`src/rtl/core/tsf_pkg.sv`:
```
// Shared constants and types for the touch sample filter.
package tsf_pkg;

   // Group layout and sample format
   localparam int SAMPLES_PER_GROUP = 5;
   localparam int DROP_EACH_END     = 1;
   localparam int RAW_W             = 16;
   localparam int SAMPLE_W          = 12;
   localparam int SAMPLE_LSB        = 4;
   localparam int POS_W             = $clog2(SAMPLES_PER_GROUP);
   localparam int LAST_POS          = SAMPLES_PER_GROUP - 1;

   // Samples kept after trimming both ends of the sorted group
   localparam int KEPT = (2 * DROP_EACH_END >= SAMPLES_PER_GROUP) ? 0 :
                         SAMPLES_PER_GROUP - 2 * DROP_EACH_END;

   // Sum of kept samples and reciprocal for the floor mean
   localparam int SUM_W     = 16;
   localparam int DIV_SHIFT = 20;
   localparam int RECIP_W   = 21;
   localparam int RECIP     = (KEPT == 0) ? 0 : ((1 << DIV_SHIFT) + KEPT - 1) / KEPT;
   localparam int PROD_W    = SUM_W + RECIP_W;

   localparam logic [SAMPLE_W-1:0] MATCH_LIMIT_RESET = 12'd50;

   typedef logic [SAMPLE_W-1:0] sample_type;

   // Data handed from one sort cell to the next
   typedef struct packed {
      logic       less;
      logic       valid;
      sample_type value;
   } cell_link_type;

   // Position of a group within the sequence
   typedef enum logic [1:0] {
      GRP_X_FIRST,
      GRP_Y_FIRST,
      GRP_X_SECOND,
      GRP_Y_SECOND
   } group_type;

   // Finished group mean with its tag
   typedef struct packed {
      logic       done;
      group_type  grp;
      sample_type mean;
   } mean_out_type;

endpackage

```
`src/rtl/core/touch_sample_filter_top.sv`:
```
// Top level of the touch sample filter: sort chain, mean unit and result stage.
// Throughput: one raw word per cycle when not held off; a sequence is twenty words
// (X, Y, X, Y groups). The result word is registered after the sort chain update,
// the sum register, the reciprocal multiply register, then the result register.
// The last word of a sequence is held off only while the previous result is unclaimed.
// Reset is synchronous: counters, means and output valid clear, match limit returns to 50.
module touch_sample_filter_top
   import tsf_pkg::*;
(
   input  logic                clock,
   input  logic                reset,
   input  logic                req_tvalid,
   output logic                req_tready,
   input  logic [RAW_W-1:0]    req_tdata,   // [15:0] raw_word
   output logic                rsp_tvalid,
   input  logic                rsp_tready,
   output logic [23:0]         rsp_tdata,   // [11:0] x_coord, [23:12] y_coord
   output logic                rsp_tuser,   // [0] valid_res
   input  logic                csr_wr_en,
   input  logic [SAMPLE_W-1:0] csr_wr_data  // [11:0] match limit
);

   logic          req_accept;
   logic          pos_last;
   logic          start;
   sample_type    sample;
   logic [POS_W-1:0] pos_ff, pos_in;
   group_type     grp_ff, grp_in;
   logic          done_ff;
   group_type     done_grp_ff;
   sample_type    match_limit_ff;
   cell_link_type links [SAMPLES_PER_GROUP+1];
   sample_type    sorted [SAMPLES_PER_GROUP];
   mean_out_type  mean_out;
   sample_type    fx_ff, fy_ff, sx_ff;
   sample_type    dx, dy;
   logic [SAMPLE_W:0] sum_x, sum_y;
   logic          agree;
   logic          rsp_valid_ff, rsp_valid_in;
   sample_type    rsp_x_ff, rsp_y_ff;
   logic          rsp_ok_ff;
   logic          load_rsp;

   assign sample     = req_tdata[SAMPLE_LSB +: SAMPLE_W];
   assign pos_last   = (pos_ff == POS_W'(LAST_POS));
   assign start      = (pos_ff == '0);
   // hold the closing word while a result still waits
   assign req_tready = !(pos_last && grp_ff == GRP_Y_SECOND && rsp_valid_ff);
   assign req_accept = req_tvalid && req_tready;

   // Advance position within group and group within sequence
   always_comb begin
      pos_in = pos_ff;
      grp_in = grp_ff;
      if (req_accept) begin
         if (pos_last) begin
            pos_in = '0;
            grp_in = group_type'(grp_ff + 2'd1);
         end else begin
            pos_in = pos_ff + POS_W'(1);
         end
      end
   end

   always_ff @(posedge clock) begin
      if (reset) begin
         pos_ff         <= '0;
         grp_ff         <= GRP_X_FIRST;
         done_ff        <= 1'b0;
         match_limit_ff <= MATCH_LIMIT_RESET;
      end else begin
         pos_ff  <= pos_in;
         grp_ff  <= grp_in;
         done_ff <= req_accept && pos_last;
         if (csr_wr_en) begin
            match_limit_ff <= csr_wr_data;
         end
      end
      if (req_accept && pos_last) begin
         done_grp_ff <= grp_ff;
      end
   end

   // Sort chain
   assign links[0] = '{less: 1'b0, valid: 1'b0, value: '0};

   for (genvar i = 0; i < SAMPLES_PER_GROUP; i++) begin : g_cell
      tsf_cell u_cell (
         .clock    (clock),
         .reset    (reset),
         .shift_en (req_accept),
         .start    (start),
         .sample   (sample),
         .link_i   (links[i]),
         .link_o   (links[i+1])
      );
      assign sorted[i] = links[i+1].value;
   end

   tsf_mean u_mean (
      .clock    (clock),
      .reset    (reset),
      .done_i   (done_ff),
      .grp_i    (done_grp_ff),
      .sorted_i (sorted),
      .mean_o   (mean_out)
   );

   // Compare the two readings of each axis and average them
   assign dx    = (fx_ff >= sx_ff) ? fx_ff - sx_ff : sx_ff - fx_ff;
   assign dy    = (fy_ff >= mean_out.mean) ? fy_ff - mean_out.mean : mean_out.mean - fy_ff;
   assign agree = (dx < match_limit_ff) && (dy < match_limit_ff);
   assign sum_x = {1'b0, fx_ff} + {1'b0, sx_ff};
   assign sum_y = {1'b0, fy_ff} + {1'b0, mean_out.mean};

   assign load_rsp = mean_out.done && (mean_out.grp == GRP_Y_SECOND);

   // Output word: set on a finished sequence, drop when taken
   always_comb begin
      rsp_valid_in = rsp_valid_ff;
      if (rsp_valid_ff && rsp_tready) begin
         rsp_valid_in = 1'b0;
      end
      if (load_rsp) begin
         rsp_valid_in = 1'b1;
      end
   end

   always_ff @(posedge clock) begin
      if (reset) begin
         fx_ff        <= '0;
         fy_ff        <= '0;
         sx_ff        <= '0;
         rsp_valid_ff <= 1'b0;
      end else begin
         rsp_valid_ff <= rsp_valid_in;
         if (mean_out.done) begin
            case (mean_out.grp)
               GRP_X_FIRST:  fx_ff <= mean_out.mean;
               GRP_Y_FIRST:  fy_ff <= mean_out.mean;
               GRP_X_SECOND: sx_ff <= mean_out.mean;
               default:      ;
            endcase
         end
      end
      if (load_rsp) begin
         rsp_ok_ff <= agree;
         rsp_x_ff  <= agree ? sum_x[SAMPLE_W:1] : '0;
         rsp_y_ff  <= agree ? sum_y[SAMPLE_W:1] : '0;
      end
   end

   assign rsp_tvalid = rsp_valid_ff;
   assign rsp_tdata  = {rsp_y_ff, rsp_x_ff};
   assign rsp_tuser  = rsp_ok_ff;

   // Input is only held off by a pending result
   assert property (@(posedge clock) disable iff (reset) !req_tready |-> rsp_valid_ff)
      else $error("input stalled without a pending result");

   // A new result never lands on one that is still waiting
   assert property (@(posedge clock) disable iff (reset) load_rsp |-> !rsp_valid_ff)
      else $error("result overwritten before it was taken");

   // A rejected result carries zero coordinates
   assert property (@(posedge clock) disable iff (reset)
      (rsp_valid_ff && !rsp_ok_ff) |-> (rsp_x_ff == '0 && rsp_y_ff == '0))
      else $error("rejected result with non-zero coordinates");

   // Position stays inside the group
   assert property (@(posedge clock) disable iff (reset) pos_ff <= POS_W'(LAST_POS))
      else $error("group position out of range");

   // Occupied cells stay packed and ascending
   for (genvar i = 1; i < SAMPLES_PER_GROUP; i++) begin : g_sort_chk
      assert property (@(posedge clock) disable iff (reset)
         links[i+1].valid |-> (links[i].valid && links[i].value <= links[i+1].value))
         else $error("sort chain out of order");
   end

endmodule

```
`src/rtl/core/tsf_cell.sv`:
```
// One cell of the insertion sort chain: holds one sample of the group in order.
module tsf_cell
   import tsf_pkg::*;
(
   input  logic          clock,
   input  logic          reset,
   input  logic          shift_en,
   input  logic          start,
   input  sample_type    sample,
   input  cell_link_type link_i,
   output cell_link_type link_o
);

   sample_type value_ff, value_in;
   logic       valid_ff, valid_in;
   logic       less;

   // Treat an empty cell, or every cell on a new group, as larger than the new sample
   assign less = start || !valid_ff || (sample < value_ff);

   assign link_o = '{less: less, valid: valid_ff && !start, value: value_ff};

   // Take the left neighbour's entry if it also moves up, else take the new sample
   always_comb begin
      value_in = value_ff;
      valid_in = valid_ff;
      if (shift_en && less) begin
         if (link_i.less) begin
            value_in = link_i.value;
            valid_in = link_i.valid;
         end else begin
            value_in = sample;
            valid_in = 1'b1;
         end
      end
   end

   always_ff @(posedge clock) begin
      if (reset) begin
         valid_ff <= 1'b0;
      end else begin
         valid_ff <= valid_in;
      end
      value_ff <= value_in;
   end

endmodule

```
`src/rtl/core/tsf_mean.sv`:
```
// Trimmed floor mean of a sorted group: sum stage, then reciprocal multiply stage.
module tsf_mean
   import tsf_pkg::*;
(
   input  logic         clock,
   input  logic         reset,
   input  logic         done_i,
   input  group_type    grp_i,
   input  sample_type   sorted_i [SAMPLES_PER_GROUP],
   output mean_out_type mean_o
);

   logic [SUM_W-1:0]  sum_in, sum_ff;
   logic              done1_ff;
   group_type         grp1_ff;
   logic [PROD_W-1:0] prod;
   mean_out_type      mean_ff;

   // Add the samples left after trimming both ends
   always_comb begin
      sum_in = '0;
      for (int i = 0; i < SAMPLES_PER_GROUP; i++) begin
         if (i >= DROP_EACH_END && i < SAMPLES_PER_GROUP - DROP_EACH_END) begin
            sum_in = sum_in + SUM_W'(sorted_i[i]);
         end
      end
   end

   // Divide by the kept count through its reciprocal
   assign prod = PROD_W'(sum_ff) * PROD_W'(RECIP);

   always_ff @(posedge clock) begin
      if (reset) begin
         done1_ff     <= 1'b0;
         mean_ff.done <= 1'b0;
      end else begin
         done1_ff     <= done_i;
         mean_ff.done <= done1_ff;
      end
      if (done_i) begin
         sum_ff  <= sum_in;
         grp1_ff <= grp_i;
      end
      if (done1_ff) begin
         mean_ff.grp  <= grp1_ff;
         mean_ff.mean <= prod[DIV_SHIFT +: SAMPLE_W];
      end
   end

   assign mean_o = mean_ff;

endmodule
```
`config.mk`:
```
export PLATFORM = sky130hd
export DESIGN_NAME = touch_sample_filter_top
export DESIGN_NICKNAME = d
export VERILOG_FILES = /design/src/rtl/core/tsf_pkg.sv /design/src/rtl/core/touch_sample_filter_top.sv /design/src/rtl/core/tsf_cell.sv /design/src/rtl/core/tsf_mean.sv
export SDC_FILE = /design/constraint.sdc
export NUM_CORES = 1
export LEC_CHECK = 0
export BUFFER_PORTS_ARGS = -buffer_cell sky130_fd_sc_hd__buf_2
export CORE_ASPECT_RATIO = 1.75
export CORE_MARGIN = 2
export CORE_UTILIZATION = 65
export CTS_CLUSTER_SIZE = 8
export DETAILED_ROUTE_END_ITERATION = 7
export PLACE_DENSITY = 0.9
export SLEW_MARGIN = 20
export SYNTH_ARGS = -nofsm -noshare
export SYNTH_HDL_FRONTEND = slang
export SYNTH_HIERARCHICAL = 1
export SYNTH_SLANG_ARGS = --single-unit
```
`constraint.sdc`:
```
create_clock -name clock -period 10.6 [get_ports clock]
set_input_delay 0.53 -clock clock [delete_from_list [all_inputs] [get_ports clock]]
set_output_delay 0.53 -clock clock [all_outputs]
set_load 0.02 [all_outputs]
```
==> key figures <==
Die
  • Core Area: 23300 um2
  • Initial core utilization: 66.0%
  • Floorplan die height: 208 um
  • IO Count: 60
  • Die width: 120 um
  • Die area: approximately 25000 um2
  • Core Rows: 74

Timing
  • Normalized max-slew margin: between 30% and 40%
  • Final Hold Vio Count: 0
  • Setup slack of the critical path after layout: ~4800 ps
  • Final critical delay including setup and external delays: 5800 ps
  • Clock tree skew after final layout: 8.88 ps
  • Slew of the pin with the lowest slew margin: 908 ps
  • Part of the cycle the worst path needs: 54.7%
  • Fmax achieved: 172 MHz
  • Final setup violation count: 0
  • Final count of pins violating max slew: 0
  • Setup repair after global routing missed its margin: no
  • Setup Total Neg Slack: 0 ps

Detailed routing
  • Count of routing violations after the opening detailed-route iteration: 675
  • Remaining antenna violation count: 0
  • Final wirelength: roughly 37000 um
  • Via density per instance: 6.07
  • Routed vias: 11838
  • Wire length per cell after detailed routing: 19.0 um
  • Post-detailed-route DRC marker count: 0
  • Router iterations before antenna repair: 5

CTS
  • Cts repair resizes: 0
  • Max clock buf depth: 2
  • Total clock sinks: 166
  • Setup bufs post-CTS: 0
  • CTS hold repair buffers: 0
  • CTS tree: yes
  • Clock-pin slew on the worst setup and hold paths: 70 ps
  • Clock network latency to the later pin of the worst-skew pair: 450 ps
  • Number of buffers created by CTS: 17
  • Root Buffer: clkbuf_16
  • CTS H-tree lvls: 4

Global route
  • GRT Overall Usage: between 30% and 40%
  • Antenna violations before repair: 0
  • Remaining Overflow, GRT: 0
  • Vias in the first global route: 12338
  • First-pass GRT wire length: roughly 60000 um
  • Largest net degree at the start of global routing: 60

Worst setup path
  • Setup slack of the worst register-to-register path: about 4800 ps
  • Worst-path maximum fanout: 4
  • Worst Path Arrival: 6120 ps
  • Worst setup path class: reg -> reg
  • Worst r2r dst: u_mean/mean_o[7]$_DFFE_PP_
  • Reg2Reg Depth: 19
  • Critical path data required time: about 11000 ps
  • Worst flop-to-flop path startpoint: u_mean/sum_ff[3]$_DFFE_PP_
  • Crit path capture type: flip-flop
  • Worst setup startpoint: u_mean/sum_ff[3]$_DFFE_PP_
  • Category of the worst setup path launch point: flip-flop

Placement
  • Count of input and output buffers: 55
  • Gpl congestion: 0.964
  • Post-Place Worst Slack: ~4900 ps
  • Detailed-placement wirelength estimate: around 29000 um

Power
  • Design internal power: 1200 uW
  • Worst voltage drop across the vdd grid: 0.128 mV
  • Power density relative to cell area: 101 nW/um2
  • Share of total power in combinational logic: 17.5%
  • Switching power total: around 480 uW
  • Leak: 0.00757 uW
  • Share of power burned in the clock network: a little under 40%
  • Share of power burned in registers: 43.7%
  • Net switching share of the total power: 28.5%

Layout
  • Area added between synthesis and finish: 7.76%
  • Nets@finish: 1997
  • Most common cell after layout, fill and taps aside: ha_1
  • Highest-count cells in the layout ignoring fill and taps: 254 x ha_1, 232 x inv_1, 157 x nor2_1, 135 x a21oi_1, 105 x edfxtp_1
  • Fraction of layout cells with a size suffix above 1: approximately a tenth
  • Antenna cells: 0

Synth
  • Post-Syn Area per Cell: between 9 and 10 um2
  • Syn Inst Count: about 1600
  • Synth warn: 6
  • Netlist Area Pre-Place: 15400 um2

Worst hold path
  • Worst hold stages: 3
  • Path class of the lowest-slack min-delay path: in -> reg
  • Worst min-delay path endpoint: match_limit_ff[1]$_SDFFE_PP1P_
  • Hold_sp: csr_wr_data[1]

Job
  • Max cap viols: 0

Run status
  • Run status: finished, final reports clean
## how the worst max path moves through the flow
stage | to | slack, ps
after detailed placement | u_mean/mean_o[7]$_DFFE_PP_ | 4890
after CTS | u_mean/mean_o[7]$_DFFE_PP_ | 4870
after global routing | u_mean/mean_o[7]$_DFFE_PP_ | 4550
after global placement | u_mean/mean_o[11]$_DFFE_PP_ | 5070
final | u_mean/mean_o[7]$_DFFE_PP_ | 4800
after floorplan | u_mean/mean_o[6]$_DFFE_PP_ | 5470
## critical path, stage by stage, from the launching register on
cell,delay [ps]
edfxtp_1,460
ha_1,340
inv_1,80
fa_1,580
inv_1,140
xnor2_1,150
ha_1,280
inv_1,80
fa_1,600
fa_1,500
fa_1,570
inv_1,50
ha_1,320
and4_1,220
and4_1,240
nand4_2,160
a31oi_1,310
o21ai_1,150
or3b_1,380
nand3_1,80
## power by group through the flow
stage               Clock [uW]  Combinational, uW  Sequential (uW)
floorplan                    0                215              743
global placement             0                265              749
detailed placement           0                284              750
CTS                        658                289              736
global route               682                323              738
finish                     654                294              736
## flip-flops by register name (all words and copies together), names as in the netlist, 3 cells and up
name	cells
fx_ff	12
sx_ff	12
pos_ff	3
g_cell.u_cell/value_ff	48
rsp_x_ff	12
rsp_y_ff	12
u_mean/sum_ff	14
g_cell.u_cell/valid_ff	4
u_mean/mean_o	15
fy_ff	12
match_limit_ff	12
## final cells by class
cell class | instances | area, um2
clock inverters | 15 | 193
repair buffers | 61 | 324
multi-input cells | 1155 | 10000
inverters | 232 | 871
fillers | 1632 | 6730
clock buffers | 17 | 425
well taps | 304 | 380
flip-flops and latches | 166 | 4370
## metrics by stage
step	hold slack [ps]	instance area, um2	power, uW	utilization [%]	std cells
after detailed placement	411	16000	1030	68.4	1917
after CTS	277	16600	1680	71.1	1949
after floorplan	400	15500	958	-	1598
after global placement	406	16000	1010	68.4	1917
final	291	16600	1680	71.2	1950
after global routing	301	16600	1740	71.2	1950
## metal layers
layer  GRT usage [%]  wire (um)  share of wire (%)
met5               0          0                  0
met3            5.49       1350                3.6
met4            24.7       3540                9.5
met1            27.4      12300                 33
met2            56.7      19900                 54
Power figures use the tool's default switching activity.
